===== src/rtl/fixed_head_disk_io_controller_assert.svh =====
// ----------------------------------------------------------------------------
// Fixed-head disk IO controller assertion macros
// Shorthand for the clocked, reset-gated checks at the end of the top level.
// ----------------------------------------------------------------------------
`ifndef FIXED_HEAD_DISK_IO_CONTROLLER_ASSERT_SVH
`define FIXED_HEAD_DISK_IO_CONTROLLER_ASSERT_SVH

// Same-cycle implication, sampled on clk_i, off while rst_ni is low
`define FHD_ASSERT_IMPL(label, ante, cons) \
  label: assert property (@(posedge clk_i) disable iff (!rst_ni) (ante) |-> (cons)) \
    else $error("fhd: same-cycle check failed");

// Next-cycle implication, sampled on clk_i, off while rst_ni is low
`define FHD_ASSERT_NEXT(label, ante, cons) \
  label: assert property (@(posedge clk_i) disable iff (!rst_ni) (ante) |=> (cons)) \
    else $error("fhd: next-cycle check failed");

`endif


===== src/rtl/fhd_pkg.sv =====
// ----------------------------------------------------------------------------
// fhd_pkg
// Types, codes and constants shared by the fixed-head disk controller files.
// ----------------------------------------------------------------------------
`timescale 1ns / 1ps
`default_nettype none

package fhd_pkg;

  // Default geometry
  localparam int SECTOR_WORDS_DEF = 256;
  localparam int DISK_COUNT_DEF   = 8;

  // Field widths
  localparam int SECT_ADDR_W  = 13;
  localparam int DISK_SHIFT   = 10;  // sectors per disk = 2**DISK_SHIFT
  localparam int WORD_W       = 16;
  localparam int DISK_WORD_W  = 21;
  localparam int STATUS_W     = 5;
  localparam int POS_W        = 3;
  localparam int MAP_IDX_W    = 6;

  // Status bits
  localparam logic [STATUS_W-1:0] ST_WLS = 5'o20;
  localparam logic [STATUS_W-1:0] ST_NSD = 5'o04;
  localparam logic [STATUS_W-1:0] ST_ERR = 5'o01;

  typedef enum logic {
    CMD_IO   = 1'b0,
    CMD_TICK = 1'b1
  } cmd_e;

  typedef enum logic [2:0] {
    IO_NIO = 3'd0,
    IO_DIA = 3'd1,
    IO_DOA = 3'd2,
    IO_DIB = 3'd3,
    IO_DOB = 3'd4,
    IO_DIC = 3'd5,
    IO_DOC = 3'd6,
    IO_SKP = 3'd7
  } io_code_e;

  typedef enum logic [1:0] {
    PULSE_NONE  = 2'd0,
    PULSE_READ  = 2'd1,
    PULSE_CLEAR = 2'd2,
    PULSE_WRITE = 2'd3
  } pulse_e;

  typedef enum logic [1:0] {
    CFG_PLATTERS   = 2'd0,
    CFG_WRITE_LOCK = 2'd1,
    CFG_ADDR_MASK  = 2'd2
  } cfg_index_e;

  // Sector interleave map, indexed by the low six sector address bits
  localparam logic [POS_W-1:0] INTERLEAVE [64] = '{
    3'd0, 3'd2, 3'd4, 3'd6, 3'd1, 3'd3, 3'd5, 3'd7,
    3'd1, 3'd3, 3'd5, 3'd7, 3'd2, 3'd4, 3'd6, 3'd0,
    3'd2, 3'd4, 3'd6, 3'd0, 3'd3, 3'd5, 3'd7, 3'd1,
    3'd3, 3'd5, 3'd7, 3'd1, 3'd4, 3'd6, 3'd0, 3'd2,
    3'd4, 3'd6, 3'd0, 3'd2, 3'd5, 3'd7, 3'd1, 3'd3,
    3'd5, 3'd7, 3'd1, 3'd3, 3'd6, 3'd0, 3'd2, 3'd4,
    3'd6, 3'd0, 3'd2, 3'd4, 3'd7, 3'd1, 3'd3, 3'd5,
    3'd7, 3'd1, 3'd3, 3'd5, 3'd0, 3'd2, 3'd4, 3'd6
  };

  typedef struct packed {
    logic [3:0]        platters;
    logic [7:0]        write_lock;
    logic [WORD_W-1:0] addr_mask;
  } cfg_t;

  typedef struct packed {
    cmd_e              cmd;
    io_code_e          io_code;
    pulse_e            pulse;
    logic [WORD_W-1:0] ac_value;
  } item_t;

  typedef struct packed {
    logic [WORD_W-1:0]      read_data;
    logic                   busy_res;
    logic                   done_res;
    logic [STATUS_W-1:0]    status;
    logic                   xfer_valid;
    logic                   xfer_write;
    logic [DISK_WORD_W-1:0] xfer_disk_word;
    logic [WORD_W-1:0]      xfer_mem_addr;
  } res_t;

endpackage

`default_nettype wire


===== src/rtl/fixed_head_disk_io_controller.sv =====
// ----------------------------------------------------------------------------
// fixed_head_disk_io_controller
// Register side of a head-per-track disk controller: IO instructions and
// sector ticks in, one status and transfer descriptor result per item out.
// ----------------------------------------------------------------------------
//  channel  | handshake                | payload
//  ---------+--------------------------+--------------------------------------
//  input    | in_valid_i / in_stall_o  | cmd, io_code, pulse, ac_value
//  output   | out_valid_o / out_stall_i| read_data .. xfer_mem_addr
//  config   | cfg_valid_i / cfg_ready_o| cfg_index_i, cfg_data_i
//
//  One item per cycle unless the output stalls (input register, result register).
//  The state update runs in a single pass between those two registers.
//  Reset clears all flags, addresses and the platter position at once.
//  in_stall_o rises only while a held result is stalled and the input
//  register is full; config writes are taken in every cycle.
// ----------------------------------------------------------------------------
`timescale 1ns / 1ps
`default_nettype none
`include "fixed_head_disk_io_controller_assert.svh"

module fixed_head_disk_io_controller #(
  parameter int SECTOR_WORDS = fhd_pkg::SECTOR_WORDS_DEF,
  parameter int DISK_COUNT   = fhd_pkg::DISK_COUNT_DEF
) (
  input  wire logic                             clk_i,
  input  wire logic                             rst_ni,
  // Input transactions
  input  wire logic                             in_valid_i,
  output      logic                             in_stall_o,
  input  wire logic                             cmd_i,
  input  wire logic [2:0]                       io_code_i,
  input  wire logic [1:0]                       pulse_i,
  input  wire logic [fhd_pkg::WORD_W-1:0]       ac_value_i,
  // Result transactions
  output      logic                             out_valid_o,
  input  wire logic                             out_stall_i,
  output      logic [fhd_pkg::WORD_W-1:0]       read_data_o,
  output      logic                             busy_res_o,
  output      logic                             done_res_o,
  output      logic [fhd_pkg::STATUS_W-1:0]     status_o,
  output      logic                             xfer_valid_o,
  output      logic                             xfer_write_o,
  output      logic [fhd_pkg::DISK_WORD_W-1:0]  xfer_disk_word_o,
  output      logic [fhd_pkg::WORD_W-1:0]       xfer_mem_addr_o,
  // Configuration writes
  input  wire logic                             cfg_valid_i,
  output      logic                             cfg_ready_o,
  input  wire logic [1:0]                       cfg_index_i,
  input  wire logic [fhd_pkg::WORD_W-1:0]       cfg_data_i
);

  fhd_pkg::cfg_t  cfg;
  fhd_pkg::item_t item_q;
  fhd_pkg::res_t  res_comb;
  fhd_pkg::res_t  res_q;
  logic           in_valid_q, in_valid_d;
  logic           out_valid_q, out_valid_d;
  logic           advance;
  logic           in_accept;

  // Configuration registers
  assign cfg_ready_o = 1'b1;

  fhd_cfg_regs u_cfg (
    .clk_i      (clk_i),
    .rst_ni     (rst_ni),
    .wr_en_i    (cfg_valid_i & cfg_ready_o),
    .wr_index_i (cfg_index_i),
    .wr_data_i  (cfg_data_i),
    .cfg_o      (cfg)
  );

  // Move the held item on when the result register is free or draining
  assign advance    = in_valid_q && (!out_valid_q || !out_stall_i);
  assign in_stall_o = in_valid_q && !advance;
  assign in_accept  = in_valid_i && !in_stall_o;

  always_comb begin
    in_valid_d = in_valid_q;
    if (in_accept) begin
      in_valid_d = 1'b1;
    end else if (advance) begin
      in_valid_d = 1'b0;
    end
  end

  always_comb begin
    out_valid_d = out_valid_q && out_stall_i;
    if (advance) begin
      out_valid_d = 1'b1;
    end
  end

  // Handshake state
  always_ff @(posedge clk_i or negedge rst_ni) begin
    if (!rst_ni) begin
      in_valid_q  <= 1'b0;
      out_valid_q <= 1'b0;
    end else begin
      in_valid_q  <= in_valid_d;
      out_valid_q <= out_valid_d;
    end
  end

  // Capture the input transaction
  always_ff @(posedge clk_i) begin
    if (in_accept) begin
      item_q.cmd      <= fhd_pkg::cmd_e'(cmd_i);
      item_q.io_code  <= fhd_pkg::io_code_e'(io_code_i);
      item_q.pulse    <= fhd_pkg::pulse_e'(pulse_i);
      item_q.ac_value <= ac_value_i;
    end
  end

  // Controller state and update
  fhd_exec #(
    .SECTOR_WORDS (SECTOR_WORDS),
    .DISK_COUNT   (DISK_COUNT)
  ) u_exec (
    .clk_i  (clk_i),
    .rst_ni (rst_ni),
    .step_i (advance),
    .item_i (item_q),
    .cfg_i  (cfg),
    .res_o  (res_comb)
  );

  // Hold the result until it is taken
  always_ff @(posedge clk_i) begin
    if (advance) begin
      res_q <= res_comb;
    end
  end

  assign out_valid_o      = out_valid_q;
  assign read_data_o      = res_q.read_data;
  assign busy_res_o       = res_q.busy_res;
  assign done_res_o       = res_q.done_res;
  assign status_o         = res_q.status;
  assign xfer_valid_o     = res_q.xfer_valid;
  assign xfer_write_o     = res_q.xfer_write;
  assign xfer_disk_word_o = res_q.xfer_disk_word;
  assign xfer_mem_addr_o  = res_q.xfer_mem_addr;

  // Checks
  `FHD_ASSERT_IMPL(a_stall_from_backpressure, in_stall_o, out_valid_o && out_stall_i)
  `FHD_ASSERT_IMPL(a_idle_descriptor_zero, out_valid_o && !xfer_valid_o, !xfer_write_o && xfer_disk_word_o == '0 && xfer_mem_addr_o == '0)
  `FHD_ASSERT_IMPL(a_xfer_sets_done, out_valid_o && xfer_valid_o, done_res_o && !busy_res_o && status_o == '0)
  `FHD_ASSERT_NEXT(a_advance_fills_output, advance, out_valid_o)

endmodule

`default_nettype wire


===== src/rtl/fhd_cfg_regs.sv =====
// ----------------------------------------------------------------------------
// fhd_cfg_regs
// Configuration register file: platters, write lock switches, address mask.
// ----------------------------------------------------------------------------
`timescale 1ns / 1ps
`default_nettype none

module fhd_cfg_regs (
  input  wire logic                        clk_i,
  input  wire logic                        rst_ni,
  input  wire logic                        wr_en_i,
  input  wire logic [1:0]                  wr_index_i,
  input  wire logic [fhd_pkg::WORD_W-1:0]  wr_data_i,
  output fhd_pkg::cfg_t                    cfg_o
);

  fhd_pkg::cfg_t cfg_q, cfg_d;

  // Decode the register index; unknown indexes leave all registers alone
  always_comb begin
    cfg_d = cfg_q;
    if (wr_en_i) begin
      case (fhd_pkg::cfg_index_e'(wr_index_i))
        fhd_pkg::CFG_PLATTERS:   cfg_d.platters   = wr_data_i[3:0];
        fhd_pkg::CFG_WRITE_LOCK: cfg_d.write_lock = wr_data_i[7:0];
        fhd_pkg::CFG_ADDR_MASK:  cfg_d.addr_mask  = wr_data_i;
        default: ;
      endcase
    end
  end

  // Hold the registers
  always_ff @(posedge clk_i or negedge rst_ni) begin
    if (!rst_ni) begin
      cfg_q.platters   <= 4'd1;
      cfg_q.write_lock <= 8'd0;
      cfg_q.addr_mask  <= 16'h7FFF;
    end else begin
      cfg_q <= cfg_d;
    end
  end

  assign cfg_o = cfg_q;

endmodule

`default_nettype wire


===== src/rtl/fhd_exec.sv =====
// ----------------------------------------------------------------------------
// fhd_exec
// Controller state and its single-pass update for one instruction or tick.
// ----------------------------------------------------------------------------
`timescale 1ns / 1ps
`default_nettype none

module fhd_exec #(
  parameter int SECTOR_WORDS = fhd_pkg::SECTOR_WORDS_DEF,
  parameter int DISK_COUNT   = fhd_pkg::DISK_COUNT_DEF
) (
  input  wire logic           clk_i,
  input  wire logic           rst_ni,
  input  wire logic           step_i,
  input  wire fhd_pkg::item_t item_i,
  input  wire fhd_pkg::cfg_t  cfg_i,
  output fhd_pkg::res_t       res_o
);

  localparam int SA_W   = fhd_pkg::SECT_ADDR_W;
  localparam int WW     = fhd_pkg::WORD_W;
  localparam int SW     = fhd_pkg::STATUS_W;
  localparam int PW     = fhd_pkg::POS_W;
  localparam int PROD_W = SA_W + $clog2(SECTOR_WORDS + 1);
  localparam int LIM_W  = SA_W + 1;

  localparam logic [WW-1:0]     READ_STEP  = WW'(SECTOR_WORDS);
  localparam logic [WW-1:0]     WRITE_STEP = WW'(SECTOR_WORDS + 3);
  localparam logic [3:0]        NP_MAX     = 4'(DISK_COUNT);
  localparam logic [PROD_W-1:0] SW_MUL     = PROD_W'(SECTOR_WORDS);

  logic [SW-1:0]   status_q, status_d;
  logic [SA_W-1:0] sa_q, sa_d;
  logic [WW-1:0]   mem_q, mem_d;
  logic            busy_q, busy_d;
  logic            done_q, done_d;
  logic            pw_q, pw_d;
  logic [PW-1:0]   wait_q, wait_d;
  logic [PW-1:0]   pos_q, pos_d;

  logic [3:0]        np;
  logic [LIM_W-1:0]  sa_limit;
  logic              lock_hit;
  logic              no_disk;
  logic [PW-1:0]     map_sector;
  logic [PROD_W-1:0] disk_prod;

  // Start checks look at the sector address after this instruction's load
  assign np         = (cfg_i.platters > NP_MAX) ? NP_MAX : cfg_i.platters;
  assign sa_limit   = {np, {(LIM_W - 4){1'b0}}};
  assign lock_hit   = cfg_i.write_lock[sa_d[SA_W-1:fhd_pkg::DISK_SHIFT]];
  assign no_disk    = ({1'b0, sa_d} >= sa_limit);
  assign map_sector = fhd_pkg::INTERLEAVE[sa_d[fhd_pkg::MAP_IDX_W-1:0]];
  assign disk_prod  = PROD_W'(sa_q) * SW_MUL;

  // Next state and result for the current item
  always_comb begin
    status_d = status_q;
    sa_d     = sa_q;
    mem_d    = mem_q;
    busy_d   = busy_q;
    done_d   = done_q;
    pw_d     = pw_q;
    wait_d   = wait_q;
    pos_d    = pos_q;
    res_o    = '0;

    if (item_i.cmd == fhd_pkg::CMD_IO) begin
      // Data transfer part of the instruction
      case (item_i.io_code)
        fhd_pkg::IO_DIA: res_o.read_data = {{(WW - SW){1'b0}}, status_q};
        fhd_pkg::IO_DOA: sa_d = item_i.ac_value[SA_W-1:0];
        fhd_pkg::IO_DIB: res_o.read_data = mem_q & cfg_i.addr_mask;
        fhd_pkg::IO_DOB: mem_d = item_i.ac_value & cfg_i.addr_mask;
        fhd_pkg::IO_DIC: res_o.read_data = READ_STEP;
        default: ;
      endcase

      // Any pulse drops the flags and cancels the pending transfer
      if (item_i.pulse != fhd_pkg::PULSE_NONE) begin
        busy_d   = 1'b0;
        done_d   = 1'b0;
        status_d = '0;
      end

      // Start: fail at once, or arm the rotational wait
      if (item_i.pulse == fhd_pkg::PULSE_READ || item_i.pulse == fhd_pkg::PULSE_WRITE) begin
        if (item_i.pulse == fhd_pkg::PULSE_WRITE && lock_hit) begin
          done_d   = 1'b1;
          status_d = fhd_pkg::ST_ERR | fhd_pkg::ST_WLS;
        end else if (no_disk) begin
          done_d   = 1'b1;
          status_d = fhd_pkg::ST_ERR | fhd_pkg::ST_NSD;
        end else begin
          pw_d   = (item_i.pulse == fhd_pkg::PULSE_WRITE);
          busy_d = 1'b1;
          wait_d = map_sector - pos_q;
        end
      end
    end else begin
      // Sector tick: if busy, count down the wait and complete on the last one; then advance the position
      if (busy_q) begin
        if (wait_q <= PW'(1)) begin
          busy_d               = 1'b0;
          done_d               = 1'b1;
          res_o.xfer_valid     = 1'b1;
          res_o.xfer_write     = pw_q;
          res_o.xfer_disk_word = disk_prod[fhd_pkg::DISK_WORD_W-1:0];
          res_o.xfer_mem_addr  = mem_q & cfg_i.addr_mask;
          mem_d    = (mem_q + (pw_q ? WRITE_STEP : READ_STEP)) & cfg_i.addr_mask;
          status_d = '0;
          wait_d   = '0;
        end else begin
          wait_d = wait_q - PW'(1);
        end
      end
      pos_d = pos_q + PW'(1);
    end

    res_o.busy_res = busy_d;
    res_o.done_res = done_d;
    res_o.status   = status_d;
  end

  // Commit state when the item moves to the result register
  always_ff @(posedge clk_i or negedge rst_ni) begin
    if (!rst_ni) begin
      status_q <= '0;
      sa_q     <= '0;
      mem_q    <= '0;
      busy_q   <= 1'b0;
      done_q   <= 1'b0;
      pw_q     <= 1'b0;
      wait_q   <= '0;
      pos_q    <= '0;
    end else if (step_i) begin
      status_q <= status_d;
      sa_q     <= sa_d;
      mem_q    <= mem_d;
      busy_q   <= busy_d;
      done_q   <= done_d;
      pw_q     <= pw_d;
      wait_q   <= wait_d;
      pos_q    <= pos_d;
    end
  end

endmodule

`default_nettype wire


===== config.mk =====
export PLATFORM = sky130hd
export DESIGN_NAME = fixed_head_disk_io_controller
export DESIGN_NICKNAME = d
export VERILOG_FILES = /design/src/rtl/fhd_pkg.sv /design/src/rtl/fixed_head_disk_io_controller.sv /design/src/rtl/fhd_cfg_regs.sv /design/src/rtl/fhd_exec.sv
export VERILOG_INCLUDE_DIRS = /design/src /design/src/rtl
export SDC_FILE = /design/constraint.sdc
export NUM_CORES = 1
export LEC_CHECK = 0
export BUFFER_PORTS_ARGS = -buffer_cell sky130_fd_sc_hd__buf_2
export CAP_MARGIN = 5
export CORE_MARGIN = 3
export CORE_UTILIZATION = 23
export DETAILED_ROUTE_END_ITERATION = 10
export REMOVE_ABC_BUFFERS = 1
export SYNTH_ARGS = -nofsm -noshare
export SYNTH_HDL_FRONTEND = slang
export SYNTH_SLANG_ARGS = --single-unit
export TNS_END_PERCENT = 1

===== constraint.sdc =====
create_clock -name clk_i -period 4.1 [get_ports clk_i]
set_clock_uncertainty 0.1 [all_clocks]
set_input_delay 0.615 -clock clk_i [delete_from_list [all_inputs] [get_ports clk_i]]
set_output_delay 0.615 -clock clk_i [all_outputs]
set_load 0.02 [all_outputs]

==> summary.md, run 1 <==
| Metric | Value |
|---|---|
| Vias | 4,579 |
| PwrDens | 596 mW/mm² |
| Final instance area | 0.00835 mm² |
| Max_cap viols | 0 |
| Resized cells post-CTS | 0 |
| Starting Density | 23.5% |
| Die width | 178 µm |
| R2R depth | 11 |
| Most common cell in the netlist | edfxtp_1 |
| Crit. End Element | register |
| Routability cong. | 0.819 |
| Clk buf depth | 2 |
| Hold WC Path Type | input pin to asynchronous set/reset pin |
| Pre-CTS setup slack | 0.510 ns |
| Post-synth EDFFs | 76 |
| WL per Instance | 16.3 µm |
| DRC | 0 |
| Critical Path Start | item_q[19] |
| Router iterations before antenna repair | 5 |
| Final min period | 3.63 ns |
| Num CTS Buffers | 17 |
| # diodes | 0 |
| Root buffer cell | clkbuf_16 |
| Worst Setup Slack, final | 0.467 ns |
| Setup TNS | 0 ns |
| Layout cell share with drive strength beyond 1 | 30.8% |
| Setup bufs post-CTS | 0 |
| Predominant post-synthesis flop cell | edfxtp_1 |
| First-pass GRT wire length | 26.1 mm |
| RSZ-0062 raised after global routing | false |
| Max frequency | 275 MHz |
| Drt via density | 4.34 |
| Hpwl dp | 12.6 mm |
| Static leakage | 3.40 nW |
| FP Rows | 62 |
| Synth-to-layout area growth | 23.2% |
| Peak supply drop | 277 µV |
| CTS H-tree depth | 4 |
| # port buffers | 100 |
| Status | completed |
| CP Data Required Time | 4.30 ns |
| Slew HR | 33.3% |
| Mapped Area | 0.00678 mm² |
| Final period utilization | 88.6% |
| Fin Hold WS | 0.259 ns |
| CTS tree | built |
| Die height | 178 µm |
| Critical Path Start Type | register |
| FF+latch count, synth | 149 |
| Synth area leaders | edfxtp_1 34%, dfrtp_1 21%, mux2_2 6.8% |
| Core ar. | 0.0289 mm² |
| Critical Path End | u_exec.wait_q[2] |
| Worst slew pin tran | 1.00 ns |
| Vias in the first global route | 4,515 |
| Largest net degree at the start of global routing | 74 |
| Hold_buf cts | 0 |
| ANT nets after route | 0 |
| Placed cell areas | 0.00773 mm² |
| Final wirelength | 17.2 mm |
| IO Count | 110 |
| Total Die Area | 0.0316 mm² |
| Worst-path clk slew | 0.06 ns |
| Max-slew violations | 0 |
| Warnings, synthesis | 0 |
| Sink Count | 149 |
| Share of the synthesized area in the top cell type | 33.7% |
| Post-synthesis sequential area ratio | 60.9% |
| Total Routing Usage GR | 10.9% |
| Synth cell count leaders | 76 x edfxtp_1, 58 x nand2_1, 57 x dfrtp_1 |
| Worst R2R End | u_exec.wait_q[2] |
| Crit Path Max Fanout | 14 |
| Mapped Avg Cell Area | 12.4 µm² |
| Final net count | 716 |
| Setup violators final | 0 |
| Setup slack, reg-to-reg | 0.47 ns |
| Dominant cell type by area after synthesis | edfxtp_1 |
| Drt initial violations | 292 |
| Total power | 0.00498 W |
| Total gr overflow | 0 |
| Kind of critical path | register to register |
| Clk_lat worst skew | 0.42 ns |
| Synth async-reset ratio | 49.0% |
| Initial antenna violation count | 6 |
| Unique masters post-synth | 53 |
| Worst R2R Start | item_q[19] |
| Worst Path Arrival | 3.83 ns |
| Post-Synthesis Cells | 547 |
| Final hold viol count | 0 |
==> how the worst min path moves through the flow <==
stage | start | to | slack [ns] | cells after the start
3_3_place_gp | u_exec.status_q[2] | u_exec.status_q[2] | 0.37 | 2
3_5_place_dp | u_exec.status_q[2] | u_exec.status_q[2] | 0.38 | 2
6_report | rst_ni | u_exec.done_q | 0.26 | 1
5_1_grt | pulse_i[1] | item_q[17] | 0.25 | 1
2_1_floorplan | rst_ni | in_valid_q | 0.22 | 0
4_1_cts | pulse_i[1] | item_q[17] | 0.25 | 1
==> power by group <==
| part | leakage [nW] | internal (W) | switching [W] | total (W) |
|---|---|---|---|---|
| registers | 1.60 | 0.00189 | 0.000292 | 0.00219 |
| logic | 1.50 | 0.000549 | 0.000641 | 0.00119 |
| clock network | 0.304 | 0.000983 | 0.000617 | 0.00160 |
| total | 3.40 | 0.00343 | 0.00155 | 0.00498 |
==> state kept, by name, indices dropped and copies added, names as in the netlist, 3 cells and up <==
| name | cells |
|---|---|
| item_q | 22 |
| read_data_o | 16 |
| status_o | 5 |
| u_cfg.cfg_o | 28 |
| u_exec.mem_q | 16 |
| u_exec.pos_q | 3 |
| u_exec.sa_q | 13 |
| u_exec.status_q | 5 |
| u_exec.wait_q | 3 |
| xfer_disk_word_o | 13 |
| xfer_mem_addr_o | 16 |
==> through the flow <==
step,utilization [%],instances
3_5_place_dp,26.8,1024
2_1_floorplan,-,529
6_report,28.9,1056
3_3_place_gp,26.8,1024
5_1_grt,28.9,1056
4_1_cts,28.9,1056
==> cell usage in the layout, fill, tap and decap left out, types with 3 or more instances in the layout <==
cell type / synthesis / routed
a21o_1: 3 / 3
a21oi_1: 22 / 22
a22o_1: 12 / 12
and2_1: 19 / 19
and3_1: 9 / 9
buf_2: 0 / 99
buf_4: 9 / 12
clkbuf_16: 0 / 21
clkinv_2: 0 / 3
clkinv_4: 0 / 3
conb_1: 2 / 9
dfrtp_1: 57 / 57
dfstp_2: 16 / 16
edfxtp_1: 76 / 76
ha_1: 10 / 10
inv_1: 16 / 16
mux2_2: 41 / 41
mux2i_1: 21 / 21
nand2_1: 58 / 58
nand2b_1: 11 / 11
nand3_1: 13 / 13
nand3b_1: 3 / 3
nand4_1: 3 / 3
nor2_1: 28 / 28
nor2b_1: 6 / 6
nor3_1: 13 / 13
nor3b_1: 4 / 4
nor4_1: 5 / 5
o21ai_0: 28 / 27
o22ai_1: 7 / 7
xnor2_1: 7 / 7
xor2_1: 3 / 3
==> layout make-up <==
| cell class | instances | area, µm² |
|---|---|---|
| Clock inverter | 9 | 87.6 |
| Timing Repair Buffer | 111 | 586 |
| Sequential cell | 149 | 4130 |
| Tap cell | 384 | 480 |
| Multi-Input combinational cell | 362 | 2470 |
| Clock buffer | 23 | 533 |
| Inverter | 18 | 67.6 |
| Fill cell | 2971 | 20500 |
==> cell families after synthesis <==
| family | share of synthesized area (%) |
|---|---|
| AND/OR/NAND/NOR | 13.4 |
| flip-flops | 60.9 |
| AO/OA/AOI/OAI | 8.14 |
| multiplexers | 10.5 |
| buffers and inverters | 3.10 |
| adder cells (fa/ha/maj) | 2.44 |
| XOR/XNOR | 1.29 |
| other | 0.111 |
==> layer usage <==
metal	global-route usage, %	up-vias	part of all wire (%)
li1	-	2189	-
met5	0	-	0.44
met1	14.6	2230	46
met3	3.57	27	5.5
met4	3.27	12	1.4
met2	16.9	121	47
==> critical path, cell delays in order (launching register included) <==
cell and delay (ns):
edfxtp_1 0.61, nor4b_4 0.50, buf_4 0.28, mux2_2 0.38, xor2_1 0.19, xnor2_1 0.17, fa_1 0.41, xor2_1 0.18
xnor2_1 0.18, xnor2_1 0.14, o22ai_1 0.09, mux2_2 0.29
Power figures use the tool's default switching activity.
==> run 2, diff against run 1 <==
--- a/config.mk
+++ b/config.mk
@@ -11,6 +11,7 @@
 export CORE_MARGIN = 3
 export CORE_UTILIZATION = 23
 export DETAILED_ROUTE_END_ITERATION = 10
+export HOLD_SLACK_MARGIN = 0.12
 export REMOVE_ABC_BUFFERS = 1
 export SYNTH_ARGS = -nofsm -noshare
 export SYNTH_HDL_FRONTEND = slang
==> constraint.sdc (replaced) <==
create_clock -name clk_i -period 4.4 [get_ports clk_i]
set_clock_uncertainty 0.1 [all_clocks]
set_input_delay 0.66 -clock clk_i [delete_from_list [all_inputs] [get_ports clk_i]]
set_output_delay 0.66 -clock clk_i [all_outputs]
set_load 0.02 [all_outputs]
==> run 2 against run 1 <==
- global-route usage rose by 0.20 points
- via count rose by 0.57%
- die area did not move
- largest cell class unchanged
- non-clock buffer count fell by 2
- cell area fell by 0.37%
- routed wire length rose by 1.3%
- worst setup slack improved by 0.14 ns
- maximum frequency fell by 4.3%
==> summary.md, run 2 (synthesis results as in run 1) <==
| Metric | Value |
|---|---|
| FP Rows | 62 |
| Max FFs per register | 28 |
| Routability cong. | 0.795 |
| Core ar. | 0.0289 mm² |
| Initial antenna violation count | 6 |
| Synth-to-layout area growth | 22.8% |
| Drt initial violations | 379 |
| Die width | 178 µm |
| Final min period | 3.80 ns |
| Final wirelength | 17.4 mm |
| Layout cell share with drive strength beyond 1 | 30.9% |
| RSZ-0062 raised after global routing | false |
| Total gr overflow | 0 |
| Largest net degree at the start of global routing | 74 |
| Max frequency | 263 MHz |
| Drt via density | 4.37 |
| CTS H-tree depth | 4 |
| Clk_lat worst skew | 0.43 ns |
| Hold_buf cts | 0 |
| Resized cells post-CTS | 0 |
| Max-slew violations | 0 |
| Max_cap viols | 0 |
| Final Non-Filler Cells | 1,054 |
| Hold WC Path Type | input pin to asynchronous set/reset pin |
| Setup violators final | 0 |
| WL per Instance | 16.5 µm |
| Hpwl dp | 12.7 mm |
| # port buffers | 100 |
| Router iterations before antenna repair | 4 |
| CTS tree | built |
| Num CTS Buffers | 17 |
| Setup bufs post-CTS | 0 |
| Final hold viol count | 0 |
| Total Die Area | 0.0316 mm² |
| DRC | 0 |
| First-pass GRT wire length | 26.3 mm |
| Static leakage | 3.38 nW |
| Sink Count | 149 |
| Peak supply drop | 282 µV |
| # diodes | 0 |
| Worst slew pin tran | 0.993 ns |
| Starting Density | 23.5% |
| Final net count | 714 |
| ANT nets after route | 0 |
| Cell count after placement | 1,022 |
| Slew HR | 33.8% |
| Clk buf depth | 2 |
| Vias in the first global route | 4,485 |
| Die height | 178 µm |
| Status | completed |
| IO Count | 110 |
| Final period utilization | 86.3% |
| Worst Path Arrival | 4.01 ns |
| Crit Path Max Fanout | 14 |
| Most frequent cells in the layout | 99 x buf_2, 76 x edfxtp_1, 58 x nand2_1, 57 x dfrtp_1, 41 x mux2_2 |
| Crit. End Element | register |
| PwrDens | 559 mW/mm² |
| Critical Path Start Type | register |
| Root buffer cell | clkbuf_16 |
| CP Data Required Time | 4.61 ns |
| Setup TNS | 0 ns |
| Worst-path clk slew | 0.06 ns |
| Total power | 0.00465 W |
| Most common cell after layout, fill and taps aside | buf_2 |
| Total Routing Usage GR | 11.1% |
| Fillers | 3,038 |
| Vias | 4,605 |
| Kind of critical path | register to register |
-- run 2: cell types whose count changed in the layout (fill, tap and decap cells not counted), moves of 2 or more --
cell	change
buf_4	-2
clkbuf_16	-4
clkbuf_1	-2
clkinv_2	-3
inv_8	+2
inv_6	+8
-- run 2: layout make-up --
cell class / instances / area, µm² / area share, %
flip-flops and latches: 149 / 4130 / 49.6
multi-input cells: 362 / 2470 / 29.6
repair buffers: 109 / 571 / 6.86
well taps: 384 / 480 / 5.78
clock buffers: 17 / 425 / 5.11
clock inverters: 15 / 179 / 2.15
inverters: 18 / 67.6 / 0.812
-- run 2: metal layers --
metal  GRT usage [%]  wire (µm)  vias to the layer above
li1                -          -                     2190
met1            14.8       7890                     2259
met2            17.3       8160                      120
met3            3.38        977                       26
met4            3.66        287                       10
met5               0         62                        -
-- run 2: report_power, final --
| part | switching (W) | internal [W] | total, W |
|---|---|---|---|
| logic | 0.000602 | 0.000509 | 0.00111 |
| clock network | 0.000641 | 0.000861 | 0.00150 |
| registers | 0.000270 | 0.00176 | 0.00203 |
-- run 2: worst paths after layout --
kind	start	to	slack [ns]	depth (start not counted)
min reg2reg	u_exec.status_q[0]	u_exec.status_q[0]	0.39	2
max reg2reg	item_q[19]	u_exec.wait_q[2]	0.60	10
min	rst_ni	u_exec.done_q	0.30	1
max	item_q[19]	u_exec.wait_q[2]	0.60	10
max in group asynchronous	rst_ni	u_exec.mem_q[10]	3.27	1
min in group clk_i	ac_value_i[0]	item_q[0]	0.31	1
-- run 2: critical path: stages (launching register included) --
cell       delay (ns)
edfxtp_1         0.62
nor4b_4          0.70
mux2i_1          0.38
clkinv_1         0.19
ha_1             0.34
nand4_1          0.09
a21o_1           0.16
a21oi_1          0.34
nor3_1           0.14
a2bb2oi_2        0.26
mux2_2           0.36
-- run 2: through the flow --
| stage | setup WS, ns | util, % | cell area (µm²) | hold WS, ns |
|---|---|---|---|---|
| floorplan | 0.358 | - | 6660 | 0.264 |
| global placement | 0.774 | 26.7 | 7710 | 0.367 |
| detailed placement | 0.617 | 26.7 | 7710 | 0.377 |
| CTS | 0.598 | 28.8 | 8320 | 0.287 |
| global route | 0.356 | 28.8 | 8320 | 0.288 |
| finish | 0.602 | 28.8 | 8320 | 0.296 |
==> run 3, diff against run 2 <==
--- a/config.mk
+++ b/config.mk
@@ -6,7 +6,7 @@
 export SDC_FILE = /design/constraint.sdc
 export NUM_CORES = 1
 export LEC_CHECK = 0
-export BUFFER_PORTS_ARGS = -buffer_cell sky130_fd_sc_hd__buf_2
+export BUFFER_PORTS_ARGS = -buffer_cell sky130_fd_sc_hd__buf_4
 export CAP_MARGIN = 5
 export CORE_MARGIN = 3
 export CORE_UTILIZATION = 23
==> constraint.sdc (replaced) <==
create_clock -name clk_i -period 4.4 [get_ports clk_i]
set_clock_uncertainty 0.1 [all_clocks]
set_input_delay 0.44 -clock clk_i [delete_from_list [all_inputs] [get_ports clk_i]]
set_output_delay 0.44 -clock clk_i [all_outputs]
set_load 0.02 [all_outputs]
==> run 3 against run 2 <==
- first-iteration DRC count is 29% lower
- worst setup slack better by 0.11 ns
- sequential share of layout area is 2.6 points lower
- final cell count is 2.2% higher
- cell area is 5.6% higher
- non-clock buffer count is 23 higher
- critical endpoint unchanged
- power is 0.61% higher
- routed wire length is 1.8% higher
==> summary.md, run 3 (synthesis results as in run 1) <==
| Metric | Value |
|---|---|
| Worst R2R Start | item_q[19] |
| Drt via density | 4.31 |
| Drt initial violations | 269 |
| Most common cell after layout, fill and taps aside | buf_4 |
| Most frequent cells in the layout | 108 x buf_4, 76 x edfxtp_1, 58 x nand2_1, 57 x dfrtp_1, 41 x mux2_2 |
| R2R depth | 11 |
| Resized cells post-CTS | 0 |
| Peak supply drop | 257 µV |
| Critical Path Start | item_q[19] |
| CP max stage delay | 0.61 ns |
| Largest net degree at the start of global routing | 74 |
| CTS tree | built |
| Synth-to-layout area growth | 29.7% |
| Fin Hold WS | 0.137 ns |
| Die height | 178 µm |
| Crit-path cells | nor4b_4 -> buf_4 -> mux2i_1 -> xor2_1 -> xnor2_1 -> fa_1 -> xor2_1 -> xnor2_1 -> xnor2_1 -> o22ai_1 -> mux2_2 |
| Core ar. | 0.0289 mm² |
| Starting Density | 23.5% |
| Vias in the first global route | 4,596 |
| Max frequency | 271 MHz |
| Total gr overflow | 0 |
| # diodes | 0 |
| CP Data Required Time | 4.61 ns |
| Cell seen most often among critical-path stages | xnor2_1 |
| Final min period | 3.69 ns |
| Slew HR | 25.6% |
| Initial antenna violation count | 0 |
| Routability cong. | 0.814 |
| Worst slew pin tran | 1.11 ns |
| Met3 Routed Length | 872 µm |
| # port buffers | 100 |
| Vias | 4,638 |
| First-pass GRT wire length | 27.0 mm |
| Fillers | 2,997 |
| Clk_lat worst skew | 0.44 ns |
| Worst-path clk slew | 0.06 ns |
| Crit Path Max Fanout | 14 |
| IO Count | 110 |
| Hold path depth | 2 |
| Final wirelength | 17.7 mm |
| Worst Path Arrival | 3.89 ns |
| Status | completed |
| DRC | 0 |
| RSZ-0062 raised after global routing | false |
| WL per Instance | 16.4 µm |
| Sink Count | 149 |
| Critical Path Start Type | register |
| Layout cell share with drive strength beyond 1 | 29.3% |
| Routed wl met2 | 8.31 mm |
| Clk buf depth | 2 |
| Max-slew violations | 0 |
| Num CTS Buffers | 17 |
| Total Routing Usage GR | 11.4% |
| CTS H-tree depth | 4 |
| ANT nets after route | 0 |
| Critical path's slowest cell | edfxtp_1 |
| Hpwl dp | 12.7 mm |
| Final hold viol count | 0 |
| Root buffer cell | clkbuf_16 |
| Crit. End Element | register |
| Hold_sp | cfg_data_i[9] |
| Max FFs per register | 28 |
| Die width | 178 µm |
| Hold Crit Endpoint | u_cfg.cfg_o[9] |
| Final net count | 737 |
| PwrDens | 532 mW/mm² |
| Worst R2R End | u_exec.wait_q[2] |
| Wire length on met1 | 8.34 mm |
| Static leakage | 3.53 nW |
| FP Rows | 62 |
| Hold WC Path Type | input pin to register |
| Setup violators final | 0 |
| Kind of critical path | register to register |
| Setup slack, reg-to-reg | 0.71 ns |
| Max_cap viols | 0 |
| Total Die Area | 0.0316 mm² |
| Setup TNS | 0 ns |
| Router iterations before antenna repair | 5 |
| Top Layer Used | met4 |
| Final period utilization | 83.8% |
[run 3: cell count changes in the layout (fill, tap and decap cells not counted), sizes merged]
| cell | before | now |
|---|---|---|
| dlygate4sd3 | 0 | 24 |
| inv | 28 | 17 |
| clkinv | 3 | 9 |
| clkinvlp | 0 | 3 |
| buf | 109 | 108 |
| bufinv | 2 | 3 |
| clkbuf | 17 | 18 |
[run 3: worst max-delay path, delay by kind of cell (launching register included)]
family                   cells  cell delay, ns
flip-flops                   1            0.61
AND/OR/NAND/NOR              1            0.50
adder cells (fa/ha/maj)      1            0.41
buffers and inverters        1            0.28
multiplexers                 2            0.67
XOR/XNOR                     5            0.90
AO/OA/AOI/OAI                1            0.09
[run 3: layout make-up]
cell class	instances	area [µm²]	area share (%)
Timing Repair Buffer	132	1050	12.0
Clock inverter	14	161	1.84
Clock buffer	18	429	4.89
Sequential cell	149	4130	47.0
Tap cell	384	480	5.47
Multi-Input combinational cell	362	2470	28.1
Inverter	18	67.6	0.769
[run 3: worst max-delay path by stage]
| stage | to | cells after the start |
|---|---|---|
| floorplan | u_exec.mem_q[6] | 7 |
| global placement | u_exec.wait_q[2] | 10 |
| detailed placement | u_exec.wait_q[2] | 11 |
| CTS | u_exec.wait_q[2] | 11 |
| global route | u_exec.wait_q[2] | 11 |
| finish | u_exec.wait_q[2] | 11 |
[run 3: what timing repair did]
item,4_1_cts,5_1_grt
endpoints found under the hold margin,50,0
hold buffers,24,0
setup buffers,0,0
[run 3: routing by layer]
layer / global-route usage, % / up-vias
li1: - / 2236
met1: 15.5 / 2276
met2: 17.6 / 114
met3: 3.12 / 12
met4: 3.53 / 0
met5: 0 / -
[run 3: report_power, final]
group	total, W	switching (W)	leakage, nW	internal [W]
Combinational	0.00117	0.000610	1.66	0.000557
Sequential	0.00204	0.000275	1.60	0.00177
Clock	0.00147	0.000583	0.281	0.000885
[run 3: through the flow]
stage	worst slack, ns	instance area [µm²]	std cells	total power (W)	utilization, %
after floorplan	0.358	6660	529	0.00281	-
after global placement	0.835	7950	1021	0.00318	27.6
after detailed placement	0.773	7950	1021	0.00321	27.6
after CTS	0.754	8780	1077	0.00472	30.4
after global routing	0.445	8780	1077	0.00495	30.4
final	0.713	8780	1077	0.00468	30.4
